File: config.mk
export PLATFORM = sky130hd
export DESIGN_NAME = vmt_div_cell
export DESIGN_NICKNAME = d
export VERILOG_FILES = /design/src/hw/rtl/vmt_pkg.sv /design/src/hw/rtl/vmt_div_cell.sv
export SDC_FILE = /design/constraint.sdc
export NUM_CORES = 1
export LEC_CHECK = 0
export ABC_AREA = 1
export BUFFER_PORTS_ARGS = -buffer_cell sky130_fd_sc_hd__buf_2
export CAP_MARGIN = 20
export CORE_AREA = 2 2 312 314
export CTS_CLUSTER_DIAMETER = 50
export DETAILED_ROUTE_END_ITERATION = 8
export DIE_AREA = 0 0 314 316
export GPL_TIMING_DRIVEN = 0
export SLEW_MARGIN = 25
export SYNTH_ARGS = -nofsm -noshare
export SYNTH_HDL_FRONTEND = slang
export SYNTH_SLANG_ARGS = --single-unit
File: constraint.sdc
create_clock -name clk_i -period 1.2 [get_ports clk_i]
set_input_delay 0.12 -clock clk_i [delete_from_list [all_inputs] [get_ports clk_i]]
set_output_delay 0.12 -clock clk_i [all_outputs]
set_load 0.01 [all_outputs]
File: src/hw/rtl/vmt_pkg.sv
// vmt_pkg: shared constants and types for the vector move-towards pipeline.
// Used by vmt_sqrt_cell, vmt_div_cell and vector_move_towards. No dependencies.
`default_nettype none

package vmt_pkg;

  // default fractional bits of the Q format
  localparam int unsigned FRAC_BITS_DEF = 16;
  // coordinate word width
  localparam int unsigned WORD_W = 32;
  // quotient bits produced by the divider chain; offsets stay below 2^33
  localparam int unsigned QUO_BITS = 34;

  // sideband that travels with every word through the cells
  typedef struct packed {
    logic                   bypass;  // result is the target itself
    logic [2:0]             neg;     // offset sign per component
    logic [2:0][WORD_W-1:0] base;    // target when bypassed, else current point
  } side_t;

endpackage

`default_nettype wire

File: src/hw/rtl/vmt_div_cell.sv
// vmt_div_cell: one restoring division step for three lanes sharing one divisor.
// Dividend bits shift out the top of sh, quotient bits shift in at the bottom.
// Depends on vmt_pkg.
`default_nettype none

module vmt_div_cell #(
  parameter int unsigned NR = 49,  // divisor bits
  parameter int unsigned QB = 34   // quotient bits
) (
  input  wire logic                 clk_i,
  input  wire logic                 rst_ni,
  input  wire logic                 en_i,
  input  wire logic                 valid_i,
  input  wire vmt_pkg::side_t       side_i,
  input  wire logic [NR-1:0]        lf_i,
  input  wire logic [2:0][NR:0]     rem_i,
  input  wire logic [2:0][QB-1:0]   sh_i,
  output logic                      valid_o,
  output vmt_pkg::side_t            side_o,
  output logic [NR-1:0]             lf_o,
  output logic [2:0][NR:0]          rem_o,
  output logic [2:0][QB-1:0]        sh_o
);

  logic [2:0][NR:0]   rem_sh, rem_d;
  logic [2:0][QB-1:0] sh_d;
  logic [2:0]         ge;
  logic               valid_q;

  // per lane: shift in next dividend bit, compare and subtract
  always_comb begin
    for (int l = 0; l < 3; l++) begin
      rem_sh[l] = {rem_i[l][NR-1:0], sh_i[l][QB-1]};
      ge[l]     = (rem_sh[l] >= {1'b0, lf_i});
      rem_d[l]  = ge[l] ? (rem_sh[l] - {1'b0, lf_i}) : rem_sh[l];
      sh_d[l]   = {sh_i[l][QB-2:0], ge[l]};
    end
  end

  always_ff @(posedge clk_i or negedge rst_ni) begin
    if (!rst_ni) begin
      valid_q <= 1'b0;
    end else if (en_i) begin
      valid_q <= valid_i;
    end
  end

  always_ff @(posedge clk_i) begin
    if (en_i) begin
      side_o <= side_i;
      lf_o   <= lf_i;
      rem_o  <= rem_d;
      sh_o   <= sh_d;
    end
  end

  assign valid_o = valid_q;

endmodule

`default_nettype wire

**After elaboration in Yosys (flattened, before gate mapping)**

Index checks and enable logic that the tools add are counted.

- Word-level logic and storage cells: 22
- Output and inout port bits: 402
- Register bits: 402

- Mux-type cells: 3
- $add $sub $neg: 3
- Order comparisons: 3

Operator list:

| kind | number |
|---|---|
| >= comparator 50 x 49 -> 1 bit | 3 |
| 2-to-1 mux 50 bit | 3 |
| subtractor 50 x 49 -> 50 bit | 3 |

**Depth between registers and ports, before layout**

- Depth after elaboration: 2
- Gate-level depth with buffers: 16
- Gate-level depth less buffers: 15

**Worst setup path before layout**

OpenSTA, ideal clock, no wires.

- Kind: input-to-reg
- From: input sh_i[101] (netlist name)
- To: register rem_o[109] (netlist name) (data pin)
- Arrival time: 1.698 ns
- Buffers on the path: 1
- Library setup time: 0.257 ns
- Slack: -0.755 ns
- Stages: 13
- Cell sequence: inv_1 -> ha_1 -> inv_1 -> fa_1 -> nand3_1 -> nand3_2 -> nand2_1 -> nand2_1 -> nand2_1 -> nand3_4 -> inv_6 -> buf_6 -> o21ai_2

RTL lines:

| element | RTL line | text |
|---|---|---|
| start: declaration | vmt_div_cell.sv:17 | `input wire logic [2:0][QB-1:0] sh_i,` |
| end signal: assignment | vmt_div_cell.sv:52 | `rem_o <= rem_d;` |
| end: declaration | vmt_div_cell.sv:21 | `output logic [2:0][NR:0] rem_o,` |

==> metrics.txt <==
status=finished, violations left; failing checks=hold timing, setup timing; # setup viols final=618; root buf cell=clkbuf_16; Placed Area=33600 sq um; final RePlAce weighted congestion=0.962; metal2 WL=75.8 mm; DIE WIDTH=314 microns; drc violations=0; wire length on met3=13.9 mm; io pins=807; Least-Margin Pin Slew=603 ps; drt pass-1 iters=6; gr usage total=between 30% and 40%; vias per cell=4.70; VDD IR max=1.17 mV; first-pass GRT wire length=220 mm; starting density of the core=28.5%; Final Cycle Share=153%; top layer in use=met5; row cnt=114; global route total overflow=0; clock buffer depth=3; drt first-iter violations=around 2.3k; LEAKAGE=23.1 nW; Yosys top cell area share=around 44%; met1 wire length=64.5 mm; Cell variety after synth=34; Synthesized Nets=4266; Worst Hold Path Cells=1; post-synthesis instance total=approximately 3.7k; initial antenna violation count=between 40 and 50; sequential share of the synthesized area=44.2%; post-route cell area=48600 sq um; Num Clock Sinks=402; Synth Warn #=0; vias in the first global route=around 30k; Chip Height=~320 microns; Routed Antenna Nets=0; core area=96000 sq um; Port Buffer Count=between 800 and 900; Nets=5822; number of flops mapped to enable cells by yosys=401; main combinational cell family by area after synthesis=simple AND/OR/NAND/NOR gates; Worst slew margin=59.8%; total wire length=166 mm; CP endpoint kind=register; CTS tree=done; DP Wirelength=between 100 and 150 mm; Post-Synth XOR/XNOR Area=2.44%; die footprint=99200 sq um; Finished Core Util=about half; main area contributors after synthesis=edfxtp_1 44%, nand2_1 21%, inv_1 10%; Synth area leader=edfxtp_1; H-tree depth reported by CTS=3; share of cells above drive strength 1=40.5%; Synth Area in Simple Gates=31.5%; synth cell count leaders=1530 x nand2_1, 746 x inv_1, 401 x edfxtp_1, 268 x nor2_1, 174 x nand3_1; Clock Latency Late Sink=approximately 630 ps; Hold Violations, Final=21; Arr. time, crit path=2230 ps; Hold Crit Class=input pin to register; mux contribution to synthesized area=0.0412%; max_cap viols=0; ys flop type=edfxtp_1; Wirelength per Cell=25.1 microns; Final Skew=0 ps; clock slew at reported path FFs=60 ps; post-route minimum period=between 1500 and 2000 ps; Min Hold Slack=-20.0 ps; P&R area growth vs syn=77.9%; Mapped Area=27300 sq um; #FFs+latches synth=~400; Power Density=about 1200 nW/um^2; Num CTS Buffers=66; most numerous cell in the Yosys netlist=nand2_1; fraction of registers with async set/reset=less than 1%; via count=between 30k and 40k; PnR worst setup slack=-636 ps; Worst Path Class, Setup=input pin to register; required time worst endpoint=1590 ps; Worst setup SP type=input pin; Syn Area/Cell=between 7 and 8 sq um; Adder-Cell Fraction of Synth Area=6.95%; crit path max fanout=6; RSZ-0062 raised after global routing=yes; f_max=approximately 0.54 GHz; Final Max Tran Viols=0; worst reg-to-reg path cell count=1; compound-gate portion of the synthesized area=3.64%; largest net degree at the start of global routing=92
==> critical path: stages <==
cell,delay [ps]
buf_8,80
clkinvlp_4,80
buf_12,150
buf_12,140
ha_4,330
nand2_8,80
nor2_4,120
nand2_2,70
inv_2,70
nand2_1,70
nor2_2,110
nand2_2,70
nand3_4,160
clkinv_8,140
buf_8,150
buf_6,130
nand2_1,50
o21ai_1,80
==> layout by cell type (no fill, tap or decap), types with 9 or more instances in the layout <==
cell and n:
o21ai_2 42, ha_4 141, clkbuf_16 76, dlygate4sd3_1 401, inv_1 661, inv_2 49, nor2_1 151, nand3_2 47
and2_1 10, nor3_1 12, a21oi_1 67, nand4_1 29, buf_6 30, nand3_1 124, buf_8 14, inv_6 9
buf_2 771, nand3b_1 33, o21bai_1 9, a21oi_2 12, buf_16 15, buf_4 188, nand2_1 1152, o21ai_1 9
nor2_4 83, o21ai_4 20, diode_2 27, nand2_2 237, xnor2_1 63, nand2_4 141, clkinvlp_4 51, nor2_2 57
buf_12 83, nand3_4 19, edfxtp_1 401
==> power breakdown <==
| group | switching (W) | total (W) | internal, W |
|---|---|---|---|
| registers | 0.000628 | 0.0180 | 0.0173 |
| clock network | 0.00790 | 0.0199 | 0.0120 |
| logic | 0.0117 | 0.0200 | 0.00827 |
==> final cells by class <==
type                       count  area (sq um)
fill                        9084         47400
multi-input combinational   2519         17300
sequential                   402         12100
timing repair buffer        1484         11600
inverter                     761          3090
clock buffer                  74          1680
tap                         1276          1600
clock inverter                47           588
buffer                        28           532
timing repair inverter         5          88.8
antenna                       27          67.6
==> per-stage QoR <==
| stage | setup slack [ps] | std cells | hold slack [ps] | total power, W | setup TNS (ps) |
|---|---|---|---|---|---|
| 2_1_floorplan | -646 | 3711 | -176 | 0.0250 | -95760 |
| 5_1_grt | -716 | 6613 | 2.54 | 0.0600 | -155860 |
| 4_1_cts | -585 | 6529 | -229 | 0.0562 | -123700 |
| 3_3_place_gp | -6730 | 5790 | -101 | 0.0317 | -2810840 |
| 3_5_place_dp | -2180 | 5794 | -98.7 | 0.0316 | -392760 |
| 6_report | -636 | 6623 | -20.0 | 0.0579 | -127190 |
==> what timing repair did <==
item | CTS | global route
endpoints found under the hold margin | 467 | 1
hold buffers | 400 | 1
gates resized for setup | 805 | 506
setup endpoints to repair | 615 | 640
buffers inserted | 202 | 55
pin swaps | 135 | 137
cloned | 13 | 13
==> final timing paths <==
kind | from | to | slack [ps]
worst max-delay path | lf_i[23] | rem_o[70]$_DFFE_PP_ | -640
worst min-delay path | en_i | sh_o[11]$_DFFE_PP_ | -20
worst max register to register | valid_o$_DFFE_PN0P_ | valid_o$_DFFE_PN0P_ | 400
worst min register to register | valid_o$_DFFE_PN0P_ | valid_o$_DFFE_PN0P_ | 590
max in group asynchronous | rst_ni | valid_o$_DFFE_PN0P_ | 540
min in group asynchronous | rst_ni | valid_o$_DFFE_PN0P_ | 540
==> sequential cells by signal, indices dropped and copies added (netlist names) <==
| signal | cells |
|---|---|
| rem_o | 150 |
| valid_o | 1 |
| sh_o | 102 |
| lf_o | 49 |
| side_o | 100 |
==> layer usage <==
| layer | vias to the layer above | GRT usage, % |
|---|---|---|
| li1 | 14700 | - |
| met1 | 14900 | 37.7 |
| met2 | 1269 | 51.8 |
| met3 | 309 | 8.26 |
| met4 | 20 | 19.5 |
| met5 | - | 0 |
==> kinds of logic (layout without fill, tap and decap cells) <==
| family | Yosys count | count (layout) |
|---|---|---|
| simple gates | 2115 | 2115 |
| fa+ha+maj | 150 | 150 |
| mux | 1 | 1 |
| other cells | 0 | 27 |
| flops | 402 | 402 |
| xor+xnor | 76 | 76 |
| buf+inv | 790 | 2399 |
| compound gates | 177 | 177 |
(Power assumes the default switching activity.)
