### config.mk
export PLATFORM = sky130hd
export DESIGN_NAME = vmt_sqrt_cell
export DESIGN_NICKNAME = d
export VERILOG_FILES = /design/src/hw/rtl/vmt_pkg.sv /design/src/hw/rtl/vmt_sqrt_cell.sv
export SDC_FILE = /design/constraint.sdc
export NUM_CORES = 1
export LEC_CHECK = 0
export BUFFER_PORTS_ARGS = -buffer_cell sky130_fd_sc_hd__buf_2
export CAP_MARGIN = 15
export CORE_AREA = 2 2 417 419
export DETAILED_ROUTE_END_ITERATION = 16
export DIE_AREA = 0 0 419 421
export GPL_TIMING_DRIVEN = 0
export SLEW_MARGIN = 25
export SYNTH_ARGS = -nofsm -noshare
export SYNTH_HDL_FRONTEND = slang
export SYNTH_SLANG_ARGS = --single-unit
### constraint.sdc
create_clock -name clk_i -period 1.2 [get_ports clk_i]
set_clock_uncertainty 0.2 [all_clocks]
set_input_delay 0.06 -clock clk_i [delete_from_list [all_inputs] [get_ports clk_i]]
set_output_delay 0.06 -clock clk_i [all_outputs]
set_load 0.01 [all_outputs]
### src/hw/rtl/vmt_pkg.sv
// vmt_pkg: shared constants and types for the vector move-towards pipeline.
// Used by vmt_sqrt_cell, vmt_div_cell and vector_move_towards. No dependencies.
`default_nettype none

package vmt_pkg;

  // default fractional bits of the Q format
  localparam int unsigned FRAC_BITS_DEF = 16;
  // coordinate word width
  localparam int unsigned WORD_W = 32;
  // quotient bits produced by the divider chain; offsets stay below 2^33
  localparam int unsigned QUO_BITS = 34;

  // sideband that travels with every word through the cells
  typedef struct packed {
    logic                   bypass;  // result is the target itself
    logic [2:0]             neg;     // offset sign per component
    logic [2:0][WORD_W-1:0] base;    // target when bypassed, else current point
  } side_t;

endpackage

`default_nettype wire

### src/hw/rtl/vmt_sqrt_cell.sv
// vmt_sqrt_cell: one digit step of the integer square root, one root bit per cell.
// Carries the word's sideband and numerators along. Depends on vmt_pkg.
`default_nettype none

module vmt_sqrt_cell #(
  parameter int unsigned NR = 49,  // root bits
  parameter int unsigned NW = 80   // numerator bits
) (
  input  wire logic                   clk_i,
  input  wire logic                   rst_ni,
  input  wire logic                   en_i,
  input  wire logic                   valid_i,
  input  wire vmt_pkg::side_t         side_i,
  input  wire logic [2*NR-1:0]        x_i,
  input  wire logic [NR-1:0]          root_i,
  input  wire logic [NR+1:0]          rem_i,
  input  wire logic [2:0][NW-1:0]     num_i,
  output logic                        valid_o,
  output vmt_pkg::side_t              side_o,
  output logic [2*NR-1:0]             x_o,
  output logic [NR-1:0]               root_o,
  output logic [NR+1:0]               rem_o,
  output logic [2:0][NW-1:0]          num_o
);

  logic [NR+1:0] rem_sh, trial, rem_d;
  logic          ge;
  logic          valid_q;

  // bring down two radicand bits, trial subtract 4r+1
  always_comb begin
    rem_sh = {rem_i[NR-1:0], x_i[2*NR-1 -: 2]};
    trial  = {root_i, 2'b01};
    ge     = (rem_sh >= trial);
    rem_d  = ge ? (rem_sh - trial) : rem_sh;
  end

  always_ff @(posedge clk_i or negedge rst_ni) begin
    if (!rst_ni) begin
      valid_q <= 1'b0;
    end else if (en_i) begin
      valid_q <= valid_i;
    end
  end

  always_ff @(posedge clk_i) begin
    if (en_i) begin
      side_o <= side_i;
      x_o    <= {x_i[2*NR-3:0], 2'b00};
      root_o <= {root_i[NR-2:0], ge};
      rem_o  <= rem_d;
      num_o  <= num_i;
    end
  end

  assign valid_o = valid_q;

endmodule

`default_nettype wire

== Word-level counts from Yosys, hierarchy flattened ==
Index checks and enable logic that the tools add are counted.

* Word-level logic and storage cells: 15
* Flip-flop bits (word level): 537

* Multiplexer cells: 1
* Magnitude comparators: 1
* Add/subtract/negate cells: 1

{| class="wikitable"
|+ Operators by type and width
! operator !! count
|-
| 51-bit greater-or-equal comparator || 1
|-
| 51-bit 2-to-1 mux || 1
|-
| 51-bit subtractor || 1
|}

== Depth between registers and ports, before layout ==
* Depth in word-level cells: 2
* Depth in mapped cells: 14
* Mapped depth without buffers: 12

== Worst setup path after synthesis ==
OpenSTA, ideal clock, no wires.

* Path type: input to register
* From: input port root_i[34]
* To: register rem_o[11] (data pin)
* Stages on the path: 12
* Required time: 0.740 ns
* Buffers on the path: 1
* Arrival: 2.388 ns
* Setup slack: -1.648 ns
* Path through: inv_1 -> ha_1 -> a21o_1 -> a21o_1 -> a21o_1 -> or3_4 -> a2111oi_4 -> nor4_2 -> nor2_4 -> inv_2 -> buf_6 -> mux2_4

* Word-level cells in the longest chain between the ends: 2

{| class="wikitable"
|+ Ends and longest elaborated chain
! item !! RTL line !! RTL
|-
| start, declared || vmt_sqrt_cell.sv:15 || <nowiki>input wire logic [NR-1:0] root_i,</nowiki>
|-
| 51-bit greater-or-equal comparator || vmt_sqrt_cell.sv:34 || <nowiki>ge = (rem_sh >= trial);</nowiki>
|-
| via ge || vmt_sqrt_cell.sv:27 || <nowiki>logic ge;</nowiki>
|-
| 51-bit 2-to-1 mux || vmt_sqrt_cell.sv:35 || <nowiki>rem_d = ge ? (rem_sh - trial) : rem_sh;</nowiki>
|-
| via rem_d[11] || vmt_sqrt_cell.sv:26 || <nowiki>logic [NR+1:0] rem_sh, trial, rem_d;</nowiki>
|-
| end signal, assigned || vmt_sqrt_cell.sv:51 || <nowiki>rem_o <= rem_d;</nowiki>
|-
| end, declared || vmt_sqrt_cell.sv:22 || <nowiki>output logic [NR+1:0] rem_o,</nowiki>
|}

The timed path passes the listed nets, and every way through them passes these cells.
A chain may end at the register's enable or synchronous reset.

== Worst setup path after layout ==
* From: input port rem_i[21]
* To: register rem_o[44] (data pin)

* Word-level cells in the longest chain between the ends: 2

{| class="wikitable"
|+ Ends and longest elaborated chain
! item !! RTL line !! RTL
|-
| start, declared || vmt_sqrt_cell.sv:16 || <nowiki>input wire logic [NR+1:0] rem_i,</nowiki>
|-
| 51-bit subtractor / 51-bit greater-or-equal comparator (equally long branches) || vmt_sqrt_cell.sv:35, vmt_sqrt_cell.sv:34 ||
|-
| 51-bit 2-to-1 mux * || vmt_sqrt_cell.sv:35 ||
|-
| via rem_d[44] || vmt_sqrt_cell.sv:26 ||
|}

Mark *: on every way through the listed nets, which the timed path passes. The rest lies on a longest branch.

==> results by stage <==
Critical path:
- The reg-to-reg setup timing slack is 0.23 ns.
- The startpoint class of the critical path is an input port.
- The critical path data required time is 1.43 ns.
- In this run the worst path has a maximum fanout of 6.
- The cell count of the worst reg-to-reg path is 1.
- The start of the worst register-to-register path is valid_o.
- By startpoint and endpoint, the worst setup path is classified as input port to register.
- The startpoint of the worst setup timing path is rem_i[21].
- The endpoint of the worst-slack reg-to-reg timing path is valid_o.
- The critical path endpoint is rem_o[44].
- The type of element capturing the critical path is a register.
- The arrival time at the worst endpoint is 3.14 ns.

Status:
- The final reports fail on negative hold slack, negative setup slack.
- The run finished, with violations left.

Synth:
- For this run, the leading register cell type out of synthesis is sky130_fd_sc_hd__edfxtp_1.
- The top cell type's share of synthesized area is between 80% and 90%.
- The share of the Yosys chip area taken by registers is 80.6%.
- For this run, asynchronously set or reset flops after synthesis account for 0.186%.
- The total of flip-flops plus latches after synthesis is 537.
- The cell count after synthesis came out at 1158.
- The yosys synthesis warning count is 0.
- The count of flip-flops with a built-in enable after synthesis is 536.
- The distinct cell type count after synthesis is 60.
- By area the synthesized netlist is led by sky130_fd_sc_hd__edfxtp_1, sky130_fd_sc_hd__ha_1, sky130_fd_sc_hd__o21ai_0.
- The average size of a mapped cell is 17.3 µm².
- The leading area contributor after synthesis is sky130_fd_sc_hd__edfxtp_1.
- After synthesis the cells add up to 20000 µm².

Detailed routing:
- Summed over all layers, the routed wires come to 114 mm.
- The routed layout has 19600 vias.
- For this run, design rule violations remaining after detail routing come to 0.
- Dividing the detail-routed wire length by the instance count gives 20.0 µm.
- The ratio of routed vias to standard cells is 3.45.
- The number of iterations in the first detailed-routing pass is 5.
- For this block, the initial DRC count from the detailed router was about 970.
- The remaining number of nets flagged by the antenna check after routing is 0.

Global route:
- The first global-routing pass estimated 151 mm of wire.
- The number of antenna violations at the first check in global routing is 35.
- The total overflow left after global routing is 0.
- The maximum number of pins on one net before global-route repair is 92.
- The global-route usage over all layers is about 12%.
- The number of global-route vias before repair is 20600.

Floorplanning:
- The core region is 172000 µm².
- The y dimension of the die is 421 µm.
- Pin placement for this block handled 1081 I/O pins.
- The die area is 176000 µm².
- The chip width is 419 µm.
- The initial utilization of the core area, before any placement, comes to a little under an eighth.
- The number of rows created at floorplan is 153.

Placement:
- At the end of routability-driven placement, the weighted congestion stood at 0.930.
- The placed cell count is 4567.
- The count of input and output buffers is 1076.
- Summed over all nets, the half-perimeter wirelength after detailed placement is 80.4 mm.

Layout:
- For this run, the share of the core covered by cells in the final layout is 24.7%.
- Counting the fill cells in the layout gives 17600.
- Compared with the post-synthesis result, the final layout area differs by 113%.
- The number of nets in the final layout is approximately 4000.
- The library cell used most frequently in the layout, excluding fill and tap cells, is sky130_fd_sc_hd__buf_2.
- Of the cells placed in the final design, the portion with a size suffix greater than 1 is 41.8%.
- The finished layout holds 5687 standard cells, fillers aside.
- In the layout the commonest cells are sky130_fd_sc_hd__buf_2, sky130_fd_sc_hd__dlygate4sd3_1, sky130_fd_sc_hd__edfxtp_1, sky130_fd_sc_hd__buf_6, sky130_fd_sc_hd__clkbuf_16.

Timing:
- The routed design could run at a clock period as short as 2.90 ns.
- The final-report max-slew violation count came to 0.
- After layout, the worst setup slack is -1.70 ns.
- The hold violation total from the final report came to 189.
- Setup repair after global routing could not meet its margin everywhere.
- Based on the critical path, the design can be clocked at up to 0.344 GHz.
- For the pin with the worst max-slew slack, the measured transition is 0.831 ns.
- In the finished design, the share of the clock period the worst path needs comes to 242%.
- The smallest hold slack is -0.627 ns.
- The total setup violations reported at the end of the flow is 590.
- Measured against its own limit, the worst slew margin works out to between 40% and 50%.

Min path:
- The cell depth of the worst hold path is 1.
- The worst hold-check path type is input port to register.

Clock network:
- Clock tree synthesis inserted a total of 61 buffers.
- The clock transition at the registers of the reported paths is 0.07 ns.
- The buffer cell driving the clock tree root is sky130_fd_sc_hd__clkbuf_16.
- The clock passes through at most 3 buffers.
- The clock reaches the later pin of the worst-skew pair after 0.65 ns.
- The H-tree depth is 2.
- TritonCTS built the clock tree.
- The number of sinks driven by the clock tree is 537.

Pwr:
- In this run the static leakage power is roughly 17 nW.
- Across the VDD grid, the largest voltage drop is 1.15 mV.
- The power density of the placed cells is about 1300 nW/µm².

Flow run:
- The number of max-cap violations is 0.
cells by family after synthesis:
logic type,Yosys count,share of synthesized area (%)
adder cells (fa/ha/maj),51,3.19
multiplexers,8,0.494
other,1,0.0188
AO/OA/AOI/OAI,222,6.95
XOR/XNOR,43,1.88
flip-flops,537,80.6
buffers and inverters,99,2.12
AND/OR/NAND/NOR,197,4.71
how the worst min path moves through the flow:
stage	to	start	slack [ns]
after floorplan	valid_o	rst_ni	-0.44
after global placement	valid_o	rst_ni	-0.36
after detailed placement	valid_o	rst_ni	-0.36
after CTS	root_o[33]	root_i[32]	-0.74
after global routing	root_o[2]	root_i[1]	-0.71
final	root_o[1]	root_i[0]	-0.63
final cells by class:
cell class                 instances  area, µm²  area share (%)
antenna                           19       47.5           0.112
buffer                            32        345           0.811
clock buffer                      68       1550            3.65
clock inverter                    43        440            1.03
inverter                          67        289           0.679
multi-input combinational        523       4480            10.5
sequential                       537      16100            37.9
tap                             2325       2910            6.84
timing repair buffer            2073      16400            38.5
where the power goes:
part	internal, W	total (W)	switching [W]
logic	0.00581	0.0115	0.00570
clock network	0.0107	0.0192	0.00853
registers	0.0225	0.0231	0.000594
total	0.0390	0.0538	0.0148
registers in the layout (all words and copies together) (netlist names):
register  count
root_o       49
x_o          96
valid_o       1
rem_o        51
num_o       240
side_o      100
per-layer routing:
| metal | global-route usage, % | part of all wire [%] | wire length (µm) | vias to the layer above |
|---|---|---|---|---|
| met5 | 0 | 0.092 | 105 | - |
| met4 | 7.42 | 6.4 | 7280 | 16 |
| met3 | 3.35 | 7.4 | 8460 | 277 |
| met2 | 22.4 | 52 | 59100 | 919 |
| met1 | 11.9 | 34 | 38900 | 9695 |
| li1 | - | - | - | 8740 |
critical path, stage by stage:
cell and delay, ns:
sky130_fd_sc_hd__buf_2 0.09, sky130_fd_sc_hd__dlygate4sd3_1 0.60, sky130_fd_sc_hd__ha_4 0.32, sky130_fd_sc_hd__and4_1 0.24, sky130_fd_sc_hd__nand2_1 0.07, sky130_fd_sc_hd__or3_4 0.46, sky130_fd_sc_hd__a221oi_4 0.25, sky130_fd_sc_hd__buf_12 0.15
sky130_fd_sc_hd__o211ai_1 0.16, sky130_fd_sc_hd__nand2_1 0.25, sky130_fd_sc_hd__mux2i_1 0.38, sky130_fd_sc_hd__o31ai_4 0.09
stage by stage:
stage	area [µm²]	total power [W]	setup slack (ns)	setup TNS (ns)
4_1_cts	41900	0.0541	-1.79	-272.98
2_1_floorplan	20400	0.0262	-1.40	-63.34
3_5_place_dp	28900	0.0309	-3.72	-478.98
3_3_place_gp	28700	0.0310	-8.95	-4800.77
5_1_grt	42600	0.0559	-1.80	-274.36
6_report	42600	0.0538	-1.70	-225.44
timing repair:
action                                  4_1_cts  5_1_grt
setup buffers                                21        5
endpoints found under the hold margin       765      263
pin swaps                                    22       13
hold buffers                                941       20
cloned                                        8        0
endpoints found under the setup margin      693      641
gates resized for setup                     296      102
cells in the mapped netlist, types with 5 or more instances:
cell type                  count
sky130_fd_sc_hd__edfxtp_1    536
sky130_fd_sc_hd__nand2_1      79
sky130_fd_sc_hd__o21ai_0      70
sky130_fd_sc_hd__inv_1        66
sky130_fd_sc_hd__a21oi_1      56
sky130_fd_sc_hd__ha_1         51
sky130_fd_sc_hd__nor2_1       33
sky130_fd_sc_hd__xnor2_1      29
sky130_fd_sc_hd__a21o_1       24
sky130_fd_sc_hd__nand4_1      20
sky130_fd_sc_hd__nand3_1      15
sky130_fd_sc_hd__nor3_1       15
sky130_fd_sc_hd__o21bai_1     14
sky130_fd_sc_hd__xor2_1       14
sky130_fd_sc_hd__clkbuf_1     12
sky130_fd_sc_hd__buf_2         9
sky130_fd_sc_hd__or3_1         9
sky130_fd_sc_hd__buf_4         8
sky130_fd_sc_hd__o211ai_1      8
sky130_fd_sc_hd__o31ai_1       7
sky130_fd_sc_hd__a211oi_1      5
sky130_fd_sc_hd__nand2b_1      5
sky130_fd_sc_hd__o21a_1        5
Note: power is estimated with default switching activity, not from simulation.
